## config.mk

```make
export PLATFORM = sky130hd
export DESIGN_NAME = dmh_cmp_unit
export DESIGN_NICKNAME = d
export VERILOG_FILES = /design/src/hw/rtl/dmh_pkg.sv /design/src/hw/rtl/dmh_cmp_unit.sv
export SDC_FILE = /design/constraint.sdc
export NUM_CORES = 1
export LEC_CHECK = 0
export BUFFER_PORTS_ARGS = -buffer_cell sky130_fd_sc_hd__buf_4
export CORE_AREA = 5 5 82 84
export CTS_CLUSTER_SIZE = 30
export DETAILED_ROUTE_END_ITERATION = 6
export DIE_AREA = 0 0 87 89
export MAX_ROUTING_LAYER = met4
export PLACE_DENSITY_LB_ADDON = 0.05
export SLEW_MARGIN = 30
export SYNTH_ARGS = -nofsm -noshare
export SYNTH_HDL_FRONTEND = slang
export SYNTH_SLANG_ARGS = --single-unit
```

## constraint.sdc

```tcl
create_clock -name clk_i -period 5 [get_ports clk_i]
set_input_delay 0.25 -clock clk_i [delete_from_list [all_inputs] [get_ports clk_i]]
set_output_delay 0.25 -clock clk_i [all_outputs]
set_load 0.05 [all_outputs]
```

## src/hw/rtl/dmh_pkg.sv

```systemverilog
// dmh_pkg: shared types and codes of the d-ary min-heap priority queue
// no dependencies
package dmh_pkg;

  typedef enum logic [1:0] {
    KIND_INSERT  = 2'd0,
    KIND_EXTRACT = 2'd1,
    KIND_PEEK    = 2'd2,
    KIND_NOP     = 2'd3
  } kind_e;

  typedef enum logic [1:0] {
    STATUS_OK    = 2'd0,
    STATUS_EMPTY = 2'd1,
    STATUS_FULL  = 2'd2
  } status_e;

  localparam int unsigned KeyWidth    = 32;
  localparam int unsigned StatusWidth = 2;
  localparam int unsigned KindWidth   = 2;

  // bias that turns signed key order into unsigned order
  localparam logic [KeyWidth-1:0] KeyBias = {1'b1, {(KeyWidth-1){1'b0}}};

  // request from the sequencer to the shared compare unit
  typedef struct packed {
    logic                clear;
    logic                take;
    logic [KeyWidth-1:0] cand_key;
  } cmp_req_t;

endpackage

```

## src/hw/rtl/dmh_cmp_unit.sv

```systemverilog
// dmh_cmp_unit: shared running-minimum compare unit used by sift-down
// depends on dmh_pkg
module dmh_cmp_unit #(
  parameter int unsigned AddrWidth = 10
) (
  input  logic                    clk_i,
  input  logic                    rst_ni,
  input  dmh_pkg::cmp_req_t       req_i,
  input  logic [AddrWidth-1:0]    cand_addr_i,
  input  logic [dmh_pkg::KeyWidth-1:0] ref_key_i,
  output logic                    found_o,
  output logic [AddrWidth-1:0]    best_addr_o,
  output logic [dmh_pkg::KeyWidth-1:0] best_key_o
);
  import dmh_pkg::*;

  logic                 found_q, found_d;
  logic [AddrWidth-1:0] addr_q, addr_d;
  logic [KeyWidth-1:0]  key_q, key_d;
  logic [KeyWidth-1:0]  cur_key;

  assign cur_key = found_q ? key_q : ref_key_i;

  always_comb begin
    found_d = found_q;
    addr_d  = addr_q;
    key_d   = key_q;
    if (req_i.clear) begin
      found_d = 1'b0;
    end else if (req_i.take && (req_i.cand_key < cur_key)) begin
      found_d = 1'b1;
      addr_d  = cand_addr_i;
      key_d   = req_i.cand_key;
    end
  end

  always_ff @(posedge clk_i or negedge rst_ni) begin
    if (!rst_ni) begin
      found_q <= 1'b0;
    end else begin
      found_q <= found_d;
    end
  end

  always_ff @(posedge clk_i) begin
    addr_q <= addr_d;
    key_q  <= key_d;
  end

  assign found_o     = found_q;
  assign best_addr_o = addr_q;
  assign best_key_o  = key_q;

endmodule

```

## After elaboration in Yosys (flattened, before gate mapping)

Index checks and enable logic that the tools add are counted.

- Logic and storage cells: 11
- Output and inout bits: 43
- Bits in registers: 43

- $lt $le $gt $ge: 1
- Bitwise logic cells: 1
- Reductions and logical operators: 3
- Mux-type cells: 3

Operators by type and width:

| cell | number |
|---|---|
| < comparator 32 bit | 1 |
| 2-to-1 mux 32 bit | 1 |
| 2-to-1 mux 1 bit | 2 |
| AND reduction 2 bit | 1 |
| nonzero test 2 bit | 1 |
| logical AND 1 bit | 1 |
| inverter 1 bit | 1 |

## Logic depth before layout (Yosys ltp)

Gate-level depths: netlist (run 1).

- Depth in word-level cells: 5
- Depth in mapped cells: 9

## Least setup slack after synthesis (run 1)

No wires, ideal clock.

- Path type: flip-flop to flip-flop
- Start point: register found_q, in the netlist found_o
- End point: register addr_q[0], in the netlist best_addr_o[0] (enable)
- Data arrival time: 4,627 ps
- Cell stages (with the launch flop): 9
- Buffers on the path: 2
- Path slack: -92 ps
- Period minus slack after synthesis: 5,092 ps
- Cells stage by stage: dfrtp_1 buf_4 clkbuf_1 mux2i_1 ha_1 or4_1 a31oi_1 o31ai_1 a41oi_1

- Word-level cells in the longest chain between the ends: 4

Ends and longest elaborated chain:

| item | line | text |
|---|---|---|
| start, declared | dmh_cmp_unit.sv:17 | `logic found_q, found_d;` |
| start signal, assigned | dmh_cmp_unit.sv:41 | `found_q <= found_d;` |
| 2-to-1 mux 32 bit | dmh_cmp_unit.sv:22 | `assign cur_key = found_q ? key_q : ref_key_i;` |
| < comparator 32 bit | dmh_cmp_unit.sv:30 | `end else if (req_i.take && (req_i.cand_key < cur_key)) begin` |
| logical AND 1 bit | dmh_cmp_unit.sv:30 |  |
| AND reduction 2 bit (no source line) | - |  |
| end signal, assigned | dmh_cmp_unit.sv:46 | `addr_q <= addr_d;` |
| end, declared | dmh_cmp_unit.sv:18 | `logic [AddrWidth-1:0] addr_q, addr_d;` |

No other way between the ends.
A chain may end at the register's enable or synchronous reset.

## Worst setup path after layout (run 1)

- Start point: register found_q, in the netlist found_o
- End point: register key_q[18], in the netlist best_key_o[18] (enable)

- Word-level cells in the longest chain between the ends: 4

Ends and longest elaborated chain:

| item | line | text |
|---|---|---|
| 2-to-1 mux 32 bit | dmh_cmp_unit.sv:22 |  |
| < comparator 32 bit | dmh_cmp_unit.sv:30 |  |
| logical AND 1 bit | dmh_cmp_unit.sv:30 |  |
| AND reduction 2 bit (no source line) | - |  |
| end signal, assigned | dmh_cmp_unit.sv:47 | `key_q <= key_d;` |
| end, declared | dmh_cmp_unit.sv:19 | `logic [KeyWidth-1:0] key_q, key_d;` |

No other way between the ends.

==> results by group, run 1 <==
Power and ir drop
  – Max VDD drop: 0.150 mV
  – Pwr dens: roughly 300 nW/um2
  – Lkg Pwr: around 1.5 nW
  – Power Total: between 1 and 1.5 mW

Floorplanning
  – I/O Pins: 121
  – Core ar.: around 5900 um2
  – Die area: between 7000 and 8000 um2
  – Die Ht: between 80 and 90 um
  – Die Width: between 80 and 90 um
  – Rows: 28
  – Initial Utilization: between 30% and 40%

Min path
  – Worst Hold Class: primary input to register
  – Min-Delay Endpoint: best_addr_o[9]$_DFFE_PP_
  – Hold Startpoint: cand_addr_i[9]
  – Hold path depth: 1

Route
  – Vias: about 1,800
  – DR vias/cell: slightly below 5
  – Routed length per instance: ~16 um
  – Final WL: about 5.7 mm
  – Drt pass-1 iters: 4
  – Detail Route Antenna Nets: 0
  – DRT iter0 DRCs: 63
  – # DRC: 0

Global routing
  – First-pass GRT wire length: around 8.7 mm
  – Overall global routing resource usage: around 15%
  – Antenna violations before repair: 0
  – Vias in the first global route: between 1,500 and 2,000
  – Largest net degree at the start of global routing: 35
  – GR Overflow Total: 0

Timing
  – Crit share post-route: 68.9%
  – Tmin final: about 3.4 ns
  – Fin Setup TNS: 0 ns
  – RSZ-0062 raised after global routing: false
  – Fmax: 290 MHz
  – Slew Viols, Final: 0
  – Hold Violations, Final: 0
  – Worst slew pin tran: just under 1 ns
  – Final setup vio count: 0
  – Rel. slew slack: a little over a third
  – Layout Skew: between 0.005 and 0.006 ns

Clock tree
  – Clk sink count: 43
  – Postcts setup bufs: 0
  – H-tree lvl count: 2
  – CTS Buffer Depth: 2
  – Root buffer cell: clkbuf_8
  – Num CTS Buffers: 5
  – TritonCTS clock tree: done
  – Clock Latency Late Sink: about 0.29 ns
  – Reg clk slew, reported paths: 0.08 ns
  – # resized after CTS: 0

Run
  – Max-cap violation count: 0

Synth
  – Ys flop type: edfxtp_1
  – Syn Inst Count: between 150 and 200
  – Avg Cell Area, Syn: between 10 and 15 um2
  – Synth async-reset ratio: approximately 2.3%
  – EDFF count, synth: 42
  – Synth area leaders: edfxtp_1, ha_1, mux2i_1, a21oi_1, o21ai_0
  – Register area share after synthesis: a little under three fifths
  – Share of the synthesized area in the top cell type: between 50% and 60%
  – Mapped cell area: ~2300 um2
  – Most frequent cells after synthesis: edfxtp_1, mux2i_1, ha_1
  – Warnings from Yosys: 0
  – Syn Nets: approximately 280
  – Area leader, netlist: edfxtp_1
  – Synthesized flop and latch total: 43
  – Most common cell in the netlist: edfxtp_1
  – Synth cell types: 26

Placement
  – DP HPWL: between 4 and 5 mm
  – Port Buffer Count: between 100 and 150
  – Routability cong.: approximately 0.72

Cells and area
  – Util after Layout: between 50% and 60%
  – Final net count: about 400
  – N_diodes: 0
  – Fillers: 512
  – Layout area overhead: 50.1%
  – Proportion of layout cells with a drive suffix above 1: roughly 45%

Worst setup path
  – CP peak stage delay: roughly 1.0 ns
  – RR Startpoint: found_o$_DFFE_PN0P_
  – CP required: 5.00 ns
  – Critical Path Fanout Max: 34
  – Slowest-stage cell, CP: dfrtp_2
  – Setup crit end kind: register
  – Crit Path Category: register to register
  – Reg2Reg Depth: 7
  – CP Launch Type: register
  – Crit-path cells: mux2i_1 > ha_1 > or4_1 > a31oi_1 > o31ai_1 > a41oi_4 > buf_12
  – Flop2flop setup slack: 1.56 ns
  – Reg2reg end: best_key_o[18]$_DFFE_PP_
  – Worst EP arrival: between 3 and 4 ns

Status
  – Status: finished, final reports clean
worst max path at each step:
stage	from	end	slack (ns)	cells after the start
after floorplan	found_o$_DFFE_PN0P_	best_addr_o[0]$_DFFE_PP_	0.85	8
after global placement	found_o$_DFFE_PN0P_	best_addr_o[4]$_DFFE_PP_	1.55	7
after global routing	found_o$_DFFE_PN0P_	best_key_o[8]$_DFFE_PP_	1.28	8
final	found_o$_DFFE_PN0P_	best_key_o[18]$_DFFE_PP_	1.56	7
after CTS	found_o$_DFFE_PN0P_	best_key_o[8]$_DFFE_PP_	1.49	7
after detailed placement	found_o$_DFFE_PN0P_	best_key_o[18]$_DFFE_PP_	1.50	7
where the power goes:
part	internal [mW]	total, mW	switching (mW)	leakage [nW]
sequential	0.420	0.447	0.0267	0.399
combinational	0.128	0.278	0.149	1.05
clock	0.199	0.321	0.122	0.0644
logic make-up (layout without fill, tap and decap cells):
group,after synthesis,in the layout,share of synthesized area (%)
AND/OR/NAND/NOR,27,27,5.55
multiplexers,32,32,13.8
adder cells (fa/ha/maj),31,31,16.7
buffers and inverters,4,130,0.809
flip-flops,43,43,55.4
AO/OA/AOI/OAI,30,30,7.71
flip-flops by register name (all words and copies together), names as in the netlist:
register	count
best_key_o	32
best_addr_o	10
found_o	1
per-stage QoR:
stage | cell area, um2 | hold slack, ns | std cells | setup WS, ns
floorplan | 2330 | -0.0456 | 167 | 0.850
global placement | 3340 | 0.0256 | 359 | 1.55
detailed placement | 3340 | 0.0278 | 359 | 1.50
CTS | 3480 | 0.117 | 368 | 1.49
global route | 3480 | 0.111 | 368 | 1.28
finish | 3480 | 0.128 | 368 | 1.56
critical path, delay by kind of cell (launching register included):
family | cells | cell delay, ns
simple gates | 1 | 0.51
mux | 1 | 0.18
flops | 1 | 1.02
fa+ha+maj | 1 | 0.22
buf+inv | 1 | 0.28
compound gates | 3 | 0.93
placed cells by master (no fill, tap or decap), drive strengths merged:
cell type,n
and3,1
nor4,1
or4,1
a21o,1
clkbuf,5
o211ai,1
a211oi,3
dlygate4sd3,1
a21oi,11
mux2i,32
a221o,1
ha,31
nand2b,3
dfrtp,1
nand3,3
clkinvlp,1
bufinv,2
o21ai,8
buf,121
o31ai,1
a41oi,1
nor2b,1
nand4,2
edfxtp,42
nor2,6
a21boi,1
nand2,9
a31oi,2
area by class of cell:
class	count	area (um2)	area share (%)
Sequential cell	43	1290	37.0
Multi-Input combinational cell	120	1030	29.7
Clock inverter	3	67.6	1.94
Tap cell	75	93.8	2.69
Timing Repair Buffer	122	931	26.7
Clock buffer	5	68.8	1.98
metal layers:
layer	GRT usage (%)	vias to the layer above	routed length (um)
li1	-	909	-
met1	16.1	842	2250
met2	27.0	62	3000
met3	3.69	5	414
met4	3.82	0	51
met5	-	-	0
what timing repair did:
item | 4_1_cts | 5_1_grt
hold buffers | 1 | 0
setup endpoints to repair | 0 | 0
endpoints found under the hold margin | 1 | 0
(Power assumes the default switching activity.)
==> run 2, diff against run 1 <==
CORE_AREA = 5 5 78 80   (was 5 5 82 84)
DIE_AREA = 0 0 83 85   (was 0 0 87 89)
clock period = 3.3 ns   (was 5 ns; I/O delays follow)
==> run 2 against run 1 <==
Net effect: die area shrank 8.9%; critical path depth grew 2; first-iteration DRC count shrank 21%; final cell count grew 0.54%; count of clock-buffer cells in the layout is the same; largest power group unchanged; register-to-register slack lost 1.2 ns; maximum frequency grew 15%; critical path type unchanged; power grew 44%.
==> results by group, run 2 (synthesis results as in run 1) <==
Global routing
  – Overall global routing resource usage: between 10% and 20%
  – Largest net degree at the start of global routing: 21
  – Antenna violations before repair: 0
  – Vias in the first global route: 1,982
  – GR Overflow Total: 0
  – First-pass GRT wire length: around 9.4 mm

Route
  – Final WL: 5.79 mm
  – # DRC: 0
  – Vias: 1,834
  – Routed length per instance: 15.7 um
  – Detail Route Antenna Nets: 0
  – Drt pass-1 iters: 2
  – DRT iter0 DRCs: 50
  – DR vias/cell: ~5.0

Floorplanning
  – Die Ht: ~85 um
  – Initial Utilization: between 40 and 50%
  – Die area: ~7000 um2
  – Die Width: between 80 and 90 um
  – I/O Pins: about 120
  – Core ar.: 5340 um2
  – Rows: 27

Worst setup path
  – WP buf/inv: 2
  – Slowest-stage cell, CP: dfrtp_2
  – Crit-path leading delay family: compound AO/OA/AOI/OAI gates
  – CP Launch Type: register
  – Worst EP arrival: between 2 and 3 ns
  – Critical Path Fanout Max: 20
  – Crit Path Category: register to register
  – CP peak stage delay: around 0.64 ns
  – Crit-path cells: buf_12 > mux2i_1 > ha_1 > nand4_1 > nor2_1 > a211oi_1 > nand3_1 > a41oi_4 > buf_4
  – CP required: roughly 3.3 ns
  – Setup crit end kind: register

Timing
  – Hold Violations, Final: 0
  – RSZ-0062 raised after global routing: false
  – Worst slew pin tran: 0.523 ns
  – Crit share post-route: 90.5%
  – Final setup vio count: 0
  – Tmin final: 2.99 ns
  – Fmax: between 300 and 400 MHz
  – Fin Setup TNS: 0 ns
  – Slew Viols, Final: 0
  – Layout Skew: between 0.007 and 0.008 ns
  – Rel. slew slack: between 60% and 70%

Power and ir drop
  – Pwr dens: about 430 nW/um2
  – Power Total: between 1.5 and 2 mW
  – Lkg Pwr: 1.53 nW
  – Max VDD drop: about 0.28 mV

Cells and area
  – Final net count: 406
  – Layout area overhead: 50.3%
  – Most frequent cells in the layout: buf_4, edfxtp_1, mux2i_1
  – Proportion of layout cells with a drive suffix above 1: between 40 and 50%
  – Most common cell after layout, fill and taps aside: buf_4
  – N_diodes: 0
  – Largest register FFs: 32

Placement
  – Port Buffer Count: 120
  – DP HPWL: approximately 4.9 mm
  – Routability cong.: ~0.77

Clock tree
  – TritonCTS clock tree: done
  – Num CTS Buffers: 5
  – Reg clk slew, reported paths: roughly 0.08 ns
  – Root buffer cell: clkbuf_8
  – # resized after CTS: 0
  – CTS Buffer Depth: 2
  – Clock Latency Late Sink: about 0.30 ns
  – Clk sink count: 43
  – H-tree lvl count: 2

Min path
  – Worst Hold Class: primary input to register

Run
  – Max-cap violation count: 0

Status
  – Status: finished, final reports clean
-- run 2: power breakdown --
part	internal (mW)	switching [mW]	total (mW)
clock network	0.221	0.174	0.395
logic	0.200	0.247	0.448
registers	0.637	0.0247	0.662
total	1.06	0.446	1.50
-- run 2: worst paths after layout --
kind	start	end	slack [ns]	cells past startpoint
max	found_o$_DFFE_PN0P_	best_key_o[21]$_DFFE_PP_	0.31	9
min	cand_addr_i[4]	best_addr_o[4]$_DFFE_PP_	0.04	1
max reg2reg	found_o$_DFFE_PN0P_	best_key_o[21]$_DFFE_PP_	0.31	9
min reg2reg	found_o$_DFFE_PN0P_	found_o$_DFFE_PN0P_	0.97	3
max in group asynchronous	rst_ni	found_o$_DFFE_PN0P_	3.01	2
min in group asynchronous	rst_ni	found_o$_DFFE_PN0P_	0.20	2
-- run 2: metal layers --
| metal | part of all wire (%) | global-route usage [%] |
|---|---|---|
| met2 | 53 | 30.5 |
| met3 | 5.1 | 4.27 |
| met5 | 0 | - |
| met1 | 41 | 19.0 |
| met4 | 1.2 | 4.75 |
-- run 2: stage by stage --
stage,hold slack [ns],setup WS [ns],cell area [um2],instances,util [%]
finish,0.0419,0.314,3490,370,65.4
global route,0.0212,0.0399,3490,370,65.4
CTS,0.0321,0.257,3490,370,65.4
detailed placement,-0.0565,0.266,3370,361,63.2
global placement,-0.0582,0.288,3370,361,63.2
floorplan,-0.131,0.0166,2360,167,-
-- run 2: layout make-up --
class | count | area (um2)
sequential | 43 | 1290
timing repair buffer | 127 | 968
multi-input combinational | 120 | 1030
fill | 467 | 1850
clock buffer | 5 | 68.8
tap | 72 | 90.1
clock inverter | 3 | 38.8
-- run 2: worst reg2reg max path: stages, from the launching register on --
cell and delay, ns:
dfrtp_2 0.64, buf_12 0.25, mux2i_1 0.23, ha_1 0.27, nand4_1 0.13, nor2_1 0.05, a211oi_1 0.25, nand3_1 0.16
a41oi_4 0.44, buf_4 0.27
-- run 2: what timing repair did --
item,CTS,global route
hold buffers,1,0
hold endpoints to repair,1,0
buffers inserted,0,0
